`config.mk`:
```
export PLATFORM = sky130hd
export DESIGN_NAME = irw_ctrl
export DESIGN_NICKNAME = d
export VERILOG_FILES = /design/src/design/irw_pkg.sv /design/src/design/irw_ctrl.sv
export SDC_FILE = /design/constraint.sdc
export NUM_CORES = 1
export LEC_CHECK = 0
export ABC_AREA = 0
export BUFFER_PORTS_ARGS = -buffer_cell sky130_fd_sc_hd__buf_2
export CELL_PAD_IN_SITES_DETAIL_PLACEMENT = 1
export CELL_PAD_IN_SITES_GLOBAL_PLACEMENT = 2
export CORE_MARGIN = 1
export CORE_UTILIZATION = 32
export CTS_CLUSTER_DIAMETER = 60
export DETAILED_ROUTE_END_ITERATION = 10
export PLACE_DENSITY_LB_ADDON = 0.1
export RECOVER_POWER = 25
export SETUP_SLACK_MARGIN = 0.1
export SYNTH_ARGS = -nofsm -noshare
export SYNTH_HDL_FRONTEND = slang
export SYNTH_SLANG_ARGS = --single-unit
export TNS_END_PERCENT = 1
```
`constraint.sdc`:
```
create_clock -name aclk -period 6.6 [get_ports aclk]
set_input_delay 1.98 -clock aclk [delete_from_list [all_inputs] [get_ports aclk]]
set_output_delay 1.98 -clock aclk [all_outputs]
set_load 0.02 [all_outputs]
```
`src/design/irw_pkg.sv`:
```
// Shared types, constants and the root table for the radial warp block.
package irw_pkg;

    localparam int DEF_MAX_WIDTH        = 512;
    localparam int DEF_MAX_HEIGHT       = 512;
    localparam int DEF_AMOUNT_FRAC_BITS = 12;

    localparam int POS_W   = 9;   // pos_x / pos_y
    localparam int PIX_W   = 32;  // ARGB word
    localparam int FRAME_W = 10;  // frame_width / frame_height registers
    localparam int AMT_W   = 16;  // amount register
    localparam int CFG_IDX_W  = 2;
    localparam int CFG_DATA_W = 16;

    localparam int DIM_W  = 13;   // clamped width/height, centre, sample coordinate
    localparam int DIFF_W = 14;   // signed distance from centre
    localparam int SQ_W   = 21;   // squared distances
    localparam int LOG_W  = 21;   // log2 in Q5.16
    localparam int FRAC_W = 16;
    localparam int M_W    = 32;   // log mantissa, Q1.30 plus headroom
    localparam int P_W    = 31;   // exp product, Q0.30 up to 1.0
    localparam int FAC_W  = 17;   // factor, Q1.16
    localparam int PROD_W = LOG_W + AMT_W;
    localparam int S_W    = 34;   // sample sum before the 16-bit shift
    localparam int ROOT_N = 17;

    typedef enum logic [CFG_IDX_W-1:0] {
        CFG_FRAME_WIDTH  = 2'd0,
        CFG_FRAME_HEIGHT = 2'd1,
        CFG_AMOUNT       = 2'd2
    } cfg_idx_t;

    localparam logic KIND_LOAD    = 1'b0;
    localparam logic KIND_COMPUTE = 1'b1;

    typedef struct packed {
        logic capture;
        logic store_wr;
        logic geom;
        logic range;
        logic fac_one;
        logic fac_zero;
        logic log_load;
        logic log_sel;     // 0 radius squared, 1 distance squared
        logic log_norm;
        logic log_sq;
        logic log_latch;
        logic mul_e;
        logic exp_step;
        logic fact;
        logic samp_x;
        logic samp_y;
        logic mem_rd;
        logic out_load;
    } cmd_t;

    typedef struct packed {
        logic oob;
        logic pass;
        logic amt_zero;
        logic d2_zero;
        logic norm_done;
        logic step_last;
    } sts_t;

    typedef logic [P_W-1:0] root_tab_t [ROOT_N];

    function automatic logic [63:0] isqrt64(input logic [63:0] v);
        logic [63:0] res;
        logic [63:0] rem;
        logic [63:0] bt;
        res = '0;
        rem = v;
        bt  = 64'h1 << 62;
        for (int i = 0; i < 32; i++) begin
            if (rem >= res + bt) begin
                rem = rem - (res + bt);
                res = (res >> 1) + bt;
            end else begin
                res = res >> 1;
            end
            bt = bt >> 2;
        end
        return res;
    endfunction

    // T[k] = 2^(-2^-k) in Q0.30, by repeated square roots from 0.5
    function automatic root_tab_t calc_root_tab();
        root_tab_t   t;
        logic [63:0] cur;
        cur  = 64'h1 << 29;
        t[0] = P_W'(cur);
        for (int k = 1; k < ROOT_N; k++) begin
            cur  = isqrt64(cur << 30);
            t[k] = P_W'(cur);
        end
        return t;
    endfunction

    localparam root_tab_t ROOT_TAB = calc_root_tab();

endpackage

```
`src/design/irw_ctrl.sv`:
```
// Sequencer for the radial warp: handshakes, step order and the output valid flag.
module irw_ctrl (
    input  logic          aclk,
    input  logic          aresetn,
    input  logic          s_tvalid,
    output logic          s_tready,
    input  logic          s_kind,
    output logic          m_tvalid,
    input  logic          m_tready,
    output irw_pkg::cmd_t cmd,
    input  irw_pkg::sts_t sts
);
    import irw_pkg::*;

    typedef enum logic [14:0] {
        S_IDLE     = 15'h0001,
        S_GEOM     = 15'h0002,
        S_RANGE    = 15'h0004,
        S_DECIDE   = 15'h0008,
        S_LOG_LOAD = 15'h0010,
        S_LOG_NORM = 15'h0020,
        S_LOG_SQ   = 15'h0040,
        S_LOG_END  = 15'h0080,
        S_MUL_E    = 15'h0100,
        S_EXP      = 15'h0200,
        S_FACT     = 15'h0400,
        S_SX       = 15'h0800,
        S_SY       = 15'h1000,
        S_RD       = 15'h2000,
        S_WB       = 15'h4000
    } state_t;

    state_t state_reg, state_next;
    logic   sel_reg, sel_next;
    logic   valid_reg, valid_next;
    logic   out_busy;

    assign out_busy = valid_reg & ~m_tready;
    assign m_tvalid = valid_reg;
    assign s_tready = (state_reg == S_IDLE);

    always_comb begin
        state_next = state_reg;
        sel_next   = sel_reg;
        cmd        = '0;
        cmd.log_sel = sel_reg;
        unique case (state_reg)
            S_IDLE: begin
                if (s_tvalid) begin
                    cmd.capture = 1'b1;
                    if (s_kind == KIND_LOAD) begin
                        cmd.store_wr = 1'b1;
                    end else begin
                        state_next = S_GEOM;
                    end
                end
            end
            S_GEOM: begin
                cmd.geom   = 1'b1;
                state_next = S_RANGE;
            end
            S_RANGE: begin
                cmd.range  = 1'b1;
                state_next = S_DECIDE;
            end
            S_DECIDE: begin
                priority if (sts.oob) begin
                    state_next = S_WB;
                end else if (sts.pass) begin
                    state_next = S_RD;
                end else if (sts.amt_zero) begin
                    cmd.fac_one = 1'b1;
                    state_next  = S_SX;
                end else if (sts.d2_zero) begin
                    cmd.fac_zero = 1'b1;
                    state_next   = S_SX;
                end else begin
                    sel_next   = 1'b0;
                    state_next = S_LOG_LOAD;
                end
            end
            S_LOG_LOAD: begin
                cmd.log_load = 1'b1;
                state_next   = S_LOG_NORM;
            end
            S_LOG_NORM: begin
                if (sts.norm_done) begin
                    state_next = S_LOG_SQ;
                end else begin
                    cmd.log_norm = 1'b1;
                end
            end
            S_LOG_SQ: begin
                cmd.log_sq = 1'b1;
                if (sts.step_last) begin
                    state_next = S_LOG_END;
                end
            end
            S_LOG_END: begin
                cmd.log_latch = 1'b1;
                if (!sel_reg) begin
                    sel_next   = 1'b1;
                    state_next = S_LOG_LOAD;
                end else begin
                    state_next = S_MUL_E;
                end
            end
            S_MUL_E: begin
                cmd.mul_e  = 1'b1;
                state_next = S_EXP;
            end
            S_EXP: begin
                cmd.exp_step = 1'b1;
                if (sts.step_last) begin
                    state_next = S_FACT;
                end
            end
            S_FACT: begin
                cmd.fact   = 1'b1;
                state_next = S_SX;
            end
            S_SX: begin
                cmd.samp_x = 1'b1;
                state_next = S_SY;
            end
            S_SY: begin
                cmd.samp_y = 1'b1;
                state_next = S_RD;
            end
            S_RD: begin
                cmd.mem_rd = 1'b1;
                state_next = S_WB;
            end
            S_WB: begin
                if (!out_busy) begin
                    cmd.out_load = 1'b1;
                    state_next   = S_IDLE;
                end
            end
            default: begin
                state_next = S_IDLE;
            end
        endcase
    end

    always_comb begin
        valid_next = valid_reg;
        if (cmd.out_load) begin
            valid_next = 1'b1;
        end else if (m_tready) begin
            valid_next = 1'b0;
        end
    end

    always_ff @(posedge aclk) begin
        if (!aresetn) begin
            state_reg <= S_IDLE;
            sel_reg   <= 1'b0;
            valid_reg <= 1'b0;
        end else begin
            state_reg <= state_next;
            sel_reg   <= sel_next;
            valid_reg <= valid_next;
        end
    end

endmodule

```
==> results of run 1 <==
[cells in the mapped netlist, drive strengths merged, types with 2 or more instances]
cell	count
or3	6
a22oi	4
and4b	2
nand3b	2
o21a	3
inv	5
dfxtp	17
or4b	3
clkbuf	3
nand2	5
nand3	2
xnor2	2
or4	5
nor4b	3
nor4	6
a21oi	6
nor3b	2
and3b	2
nor2	13
and3	2
buf	8
nand2b	6
o21ai	3
and4	2
and2	4
or2	2
nor3	12
[where the power goes]
group	leakage, nW	total, W	internal [W]	switching (W)
registers	0.137	0.000123	0.000110	0.0000125
clock network	0.0150	0.0000585	0.0000235	0.0000350
logic	0.405	0.000163	0.0000618	0.000101
[area by class of cell]
class / instances / area (sq um)
tap: 46 / 57.6
multi-input combinational: 109 / 737
clock buffer: 4 / 26.3
timing repair buffer: 30 / 145
fill: 442 / 2090
inverter: 5 / 18.8
sequential: 17 / 340
[through the flow]
| step | power [W] | cell area (sq um) |
|---|---|---|
| global route | 0.000373 | 1330 |
| CTS | 0.000348 | 1330 |
| detailed placement | 0.000289 | 1300 |
| floorplan | 0.000246 | 1170 |
| global placement | 0.000285 | 1300 |
| finish | 0.000344 | 1330 |
[how the worst max path moves through the flow]
stage                            start       to  slack, ps  cells after the start
after floorplan           state_reg[8]  cmd[16]       1940                      6
after global placement          sts[4]  cmd[12]       1890                      4
after detailed placement        sts[4]  cmd[12]       1860                      4
after CTS                       sts[4]  cmd[12]       1850                      4
after global routing      state_reg[6]  cmd[16]       1830                      5
final                           sts[4]  cmd[12]       1860                      4
[routing by layer]
metal	share of wire, %	vias to the layer above
met2	47	22
met1	48	559
met5	0	-
met4	0.93	0
met3	3.6	5
li1	-	578
[logic make-up (layout without fill, tap and decap cells)]
kind of cell	count (synthesis)	after routing	synth area share (%)
buf+inv	16	39	7.72
flops	17	17	29.2
xor+xnor	3	3	2.25
compound gates	24	24	14.4
simple gates	82	82	46.5
[critical path: cells and delay by family]
kind	cells	cell delay, ps
buffers and inverters	2	280
AND/OR/NAND/NOR	2	500
==> results.txt, run 1 <==
----------------------------------------------------
[Yosys]
  #FFs+latches synth ... 17
  Dominant synthesized flop cell ... sky130_fd_sc_hd__dfxtp_1
  Synthesized net count ... 153
  EDFF count, synth ... 0
  Sequential-to-total area share from yosys stat ... 29.2%
  Share of synthesized flip-flops with an asynchronous set or reset ... 0%
  Yosys cell types ... 46
  Count of mapped cells out of synthesis ... 142
  Warnings, synthesis ... 0
  Netlist area before placement ... 1170 sq um
  Area share of the largest cell type after synthesis ... 29.2%
  Mapped Avg Cell Area ... slightly above 8 sq um
  Dominant cell type by area after synthesis ... sky130_fd_sc_hd__dfxtp_1
  Top cells by area in the synthesized netlist ... sky130_fd_sc_hd__dfxtp_1, sky130_fd_sc_hd__nor3_1, sky130_fd_sc_hd__nor2_1

[Worst setup path]
  Critical Path, Cell by Cell ... buf_2 > nor4_4 > and3b_1 > buf_2
  Required arrival time at the worst endpoint ... between 4000 and 5000 ps
  Setup slack of the worst register-to-register path ... a little over 4000 ps
  Crit path capture type ... primary output
  Reg2Reg Capture Point ... state_reg[7]
  Slowest Stage Delay on Critical Path ... 300 ps
  Startpoint-to-endpoint class of the critical path ... in2out
  Critical path fanouts, max ... 3
  Register-to-Register Path Depth ... 5
  Data arrival time at the worst-slack endpoint ... between 2000 and 3000 ps
  Worst path most repeated cell ... sky130_fd_sc_hd__buf_2
  Worst-path cell with the longest stage delay ... sky130_fd_sc_hd__nor4_4
  Launch point of the worst reg-to-reg path ... state_reg[1]
  Setup crit start kind ... input pin

[Timing]
  Shortest clock period the worst path allows after layout ... 4740 ps
  Clock skew after layout ... around 4.3 ps
  Worst Hold Margin ... around 520 ps
  RSZ-0062 raised after global routing ... false
  Final Hold Fails ... 0
  Relative slew margins ... between 50% and 60%
  Final TNS setup ... 0 ps
  Period utilization ... 71.8%
  Setup ws final ... ~1900 ps
  Fmax ... 0.211 GHz
  Final number of max-transition violations ... 0
  Finish-stage setup viols ... 0
  Transition time at the pin with the least slew margin ... 659 ps

[Finish]
  Utilization of the core after routing ... 38.8%
  Leading cell type in the layout, fill and taps excluded ... sky130_fd_sc_hd__buf_2
  N_diodes ... 0
  Fin nets ... 177
  Number of standard cells in the final layout excluding fillers ... 211
  Leading cell types in the layout, fill and taps excluded ... sky130_fd_sc_hd__buf_2, sky130_fd_sc_hd__dfxtp_1, sky130_fd_sc_hd__nor2_1, sky130_fd_sc_hd__nor3_1
  Signed area change from the synthesized netlist to the final layout ... 13.5%
  Fraction of final layout cells with drive strength greater than 1 ... a little over a quarter
  Flip-flop count of the largest register, all copies and words added ... 15

[Hold path]
  Kind of path behind the tightest hold check ... reg2reg
  Capture endpoint of the worst hold path ... state_reg[8]
  Hold path startpoint ... sel_reg
  Worst hold stages ... 1

[Drt]
  Number of vias in the routed layout ... 1164
  DR WL/cell ... ~16 um
  Routed wire length ... ~3300 um
  Number of routed nets with antenna violations ... 0
  Via-to-Cell Ratio ... 5.52
  Count of TritonRoute iterations in the first routing pass ... 4
  Total DRC errors in the routed layout ... 0
  Initial detailed-routing violation count ... 85

[GRT]
  Initial antenna violation count ... 0
  Largest net degree at the start of global routing ... 12
  Routing layer with the top usage in global route ... met2
  Met3 global-route usage ... 3.28%
  Global-route track usage on met2 ... 30.6%
  Global routing usage on met1 ... 25.3%
  Global-route wire length before repair ... 5720 um
  All-layer global routing usage ... 18.7%
  Vias in the first global route ... 1135
  Overflow left after global routing ... 0

[CTS]
  Clock insertion delay at the later pin of the skew report ... between 200 and 300 ps
  TritonCTS clock tree ... done
  Depth of the CTS H-tree ... 1
  Post-CTS setup repair buffer count ... 0
  Clock sink count ... 17
  Clock buffers created by TritonCTS ... 3
  Clock Pin Slew Worst Setup and Hold Paths ... ~100 ps
  # resized after CTS ... 0
  Max Buffers Root-to-Sink ... 2
  Master cell of the clock root buffer ... sky130_fd_sc_hd__clkbuf_4
  Number of buffers inserted by hold repair at cts ... 0

[Floorplan]
  Number of rows created at floorplan ... 21
  IO Count ... 31
  Width of the die ... 62.4 um
  Starting utilization of the core area ... 34.2%
  Core outline area ... 3420 sq um
  Height of the chip ... ~62 um
  Die area ... 3890 sq um

[Power]
  Static power due to leakage ... 0.557 nW
  Cell Pwr Density ... 259 nW/um^2
  Worst IR Drop VDD ... 0.0746 mV

[Placement]
  Gpl congestion ... 0.763
  Number of cells in the design after placement ... 207
  Detailed-placement wirelength estimate ... roughly 2600 um
  Number of buffers added on ports ... 30
  Place WS ... 1860 ps

[Run status]
  Outcome ... complete, no violations

[Job]
  Max-capacitance violation count ... 0

----------------------------------------------------
Note: power is estimated with default switching activity, not from simulation.
==> run 2, diff against run 1 <==
--- a/config.mk
+++ b/config.mk
@@ -10,7 +10,7 @@
 export CELL_PAD_IN_SITES_DETAIL_PLACEMENT = 1
 export CELL_PAD_IN_SITES_GLOBAL_PLACEMENT = 2
 export CORE_MARGIN = 1
-export CORE_UTILIZATION = 32
+export CORE_UTILIZATION = 27
 export CTS_CLUSTER_DIAMETER = 60
 export DETAILED_ROUTE_END_ITERATION = 10
 export PLACE_DENSITY_LB_ADDON = 0.1
==> constraint.sdc (replaced) <==
create_clock -name aclk -period 3.9 [get_ports aclk]
set_input_delay 1.17 -clock aclk [delete_from_list [all_inputs] [get_ports aclk]]
set_output_delay 1.17 -clock aclk [all_outputs]
set_load 0.02 [all_outputs]
==> run 2 against run 1 <==
Net effect:
- non-clock buffer count grew 4
- count of clock-buffer cells in the layout shrank 1
- worst setup slack lost 1600 ps
- register-to-register slack lost 2600 ps
- wire length grew 4.1%
- sequential share of layout area shrank 1.3 points
- sequential power grew 70%
- hold slack lost 14 ps
- combinational power grew 80%
- first-iteration DRC count shrank 67%
- largest cell class unchanged
- largest power group unchanged
==> results.txt, run 2 (same netlist as run 1, synthesis figures left out) <==
----------------------------------------------------
[Power]
  Static power due to leakage ... 0.592 nW
  Worst IR Drop VDD ... 0.143 mV
  Cell Pwr Density ... 462 nW/um^2
  Total design power ... 0.000644 W

[GRT]
  Vias in the first global route ... between 1000 and 1500
  Largest net degree at the start of global routing ... 12
  Initial antenna violation count ... 0
  All-layer global routing usage ... 16.5%
  Global-route wire length before repair ... between 5000 and 6000 um
  Overflow left after global routing ... 0

[Finish]
  Leading cell types in the layout, fill and taps excluded ... sky130_fd_sc_hd__buf_2, sky130_fd_sc_hd__dfxtp_1, sky130_fd_sc_hd__nor2_1
  Flip-flop count of the largest register, all copies and words added ... 15
  Signed area change from the synthesized netlist to the final layout ... 19.4%
  N_diodes ... 0
  Fraction of final layout cells with drive strength greater than 1 ... 30.8%
  Finished layout cell area ... 1390 sq um
  Leading cell type in the layout, fill and taps excluded ... sky130_fd_sc_hd__buf_2
  Fin nets ... 181

[Worst setup path]
  Cell family with the largest share of critical-path delay ... simple AND/OR/NAND/NOR gates
  Critical Path Start ... state_reg[1]
  Required arrival time at the worst endpoint ... between 2000 and 3000 ps
  Data arrival time at the worst-slack endpoint ... about 2500 ps
  Reg2Reg Capture Point ... state_reg[12]
  Critical Path, Cell by Cell ... or4_1 > or4_4 > nor4b_2 > buf_2
  Slowest Stage Delay on Critical Path ... ~680 ps
  Setup slack of the worst register-to-register path ... 1520 ps
  Worst-path cell with the longest stage delay ... sky130_fd_sc_hd__or4_1
  Crit path capture type ... primary output
  Launch point of the worst reg-to-reg path ... state_reg[1]
  Register-to-Register Path Depth ... 5
  Setup crit start kind ... flip-flop
  Critical path capture point ... cmd[6]
  Critical path fanouts, max ... 8
  CP Buf/Inv Count ... 1
  Number of gates on the worst path with buffers counted ... 4
  Startpoint-to-endpoint class of the critical path ... reg2out

[Placement]
  Gpl congestion ... 0.824
  Number of buffers added on ports ... 30
  Placed cell areas ... 1350 sq um
  Detailed-placement wirelength estimate ... 2710 um

[Drt]
  Total DRC errors in the routed layout ... 0
  Count of TritonRoute iterations in the first routing pass ... 4
  Number of routed nets with antenna violations ... 0
  Initial detailed-routing violation count ... 28
  Routed wire length ... 3450 um
  Number of vias in the routed layout ... 1149
  DR WL/cell ... 15.8 um
  Via-to-Cell Ratio ... 5.25

[Floorplan]
  Height of the chip ... 67.8 um
  Width of the die ... 67.8 um
  IO Count ... 31
  Core outline area ... 4090 sq um
  Number of rows created at floorplan ... 23
  Starting utilization of the core area ... 28.6%
  Die area ... roughly 4600 sq um

[Run status]
  Outcome ... complete, no violations

[Timing]
  Clock skew after layout ... 4.80 ps
  RSZ-0062 raised after global routing ... false
  Final Hold Fails ... 0
  Final TNS setup ... 0 ps
  Final number of max-transition violations ... 0
  Relative slew margins ... 67.5%
  Shortest clock period the worst path allows after layout ... 3630 ps
  Transition time at the pin with the least slew margin ... 483 ps
  Fmax ... ~0.28 GHz
  Period utilization ... 93.1%
  Finish-stage setup viols ... 0

[CTS]
  Master cell of the clock root buffer ... sky130_fd_sc_hd__clkbuf_8
  Depth of the CTS H-tree ... 1
  Clock Pin Slew Worst Setup and Hold Paths ... 80 ps
  Clock buffers created by TritonCTS ... 3
  Clock insertion delay at the later pin of the skew report ... roughly 260 ps
  TritonCTS clock tree ... done
  Clock sink count ... 17
  Max Buffers Root-to-Sink ... 2

[Job]
  Max-capacitance violation count ... 0

[Hold path]
  Kind of path behind the tightest hold check ... reg2reg

----------------------------------------------------
==> run 2: what timing repair did <==
action / CTS / global route
resized for setup: 0 / 2
endpoints found under the setup margin: 0 / 2
hold buffers: 0 / 0
buffers inserted: 0 / 0
==> run 2: area by class of cell <==
class	count	area [sq um]
fill	501	2690
timing repair buffer	34	178
sequential	17	340
clock inverter	1	5.00
tap	50	62.6
multi-input combinational	109	748
clock buffer	3	41.3
inverter	5	18.8
==> run 2: how the worst min path moves through the flow <==
stage / from / end / cells after the start
floorplan: sel_reg / state_reg[8] / 1
global route: sel_reg / state_reg[8] / 1
CTS: sel_reg / state_reg[8] / 1
finish: sel_reg / state_reg[8] / 1
detailed placement: sel_reg / state_reg[8] / 1
global placement: sel_reg / state_reg[8] / 1
==> run 2: worst reg2reg max path, stage by stage (launching register included) <==
cell and delay [ps]:
sky130_fd_sc_hd__dfxtp_1 380, sky130_fd_sc_hd__or4_1 690, sky130_fd_sc_hd__nor3_1 490, sky130_fd_sc_hd__a22oi_1 240
sky130_fd_sc_hd__nand3_1 380, sky130_fd_sc_hd__nor4_1 90
==> run 2: metrics by stage <==
stage	util, %	hold WS (ps)	setup slack (ps)	instances
after floorplan	-	475	357	142
after detailed placement	32.9	491	441	215
after CTS	34.0	504	139	219
after global placement	32.9	496	485	215
after global routing	34.1	528	138	219
final	34.1	502	270	219
==> run 2: where the power goes <==
| group | switching (W) | internal (W) |
|---|---|---|
| Sequential | 0.0000228 | 0.000186 |
| Clock | 0.0000705 | 0.0000712 |
| Combinational | 0.000172 | 0.000121 |
| Total | 0.000265 | 0.000378 |
==> run 2: metal layers <==
metal / vias to the layer above / track usage, % / share of wire (%)
li1: 580 / - / -
met1: 542 / 21.4 / 47
met2: 22 / 27.1 / 49
met3: 5 / 3.04 / 3.1
met4: 0 / 5.59 / 1.0
met5: - / 0 / 0
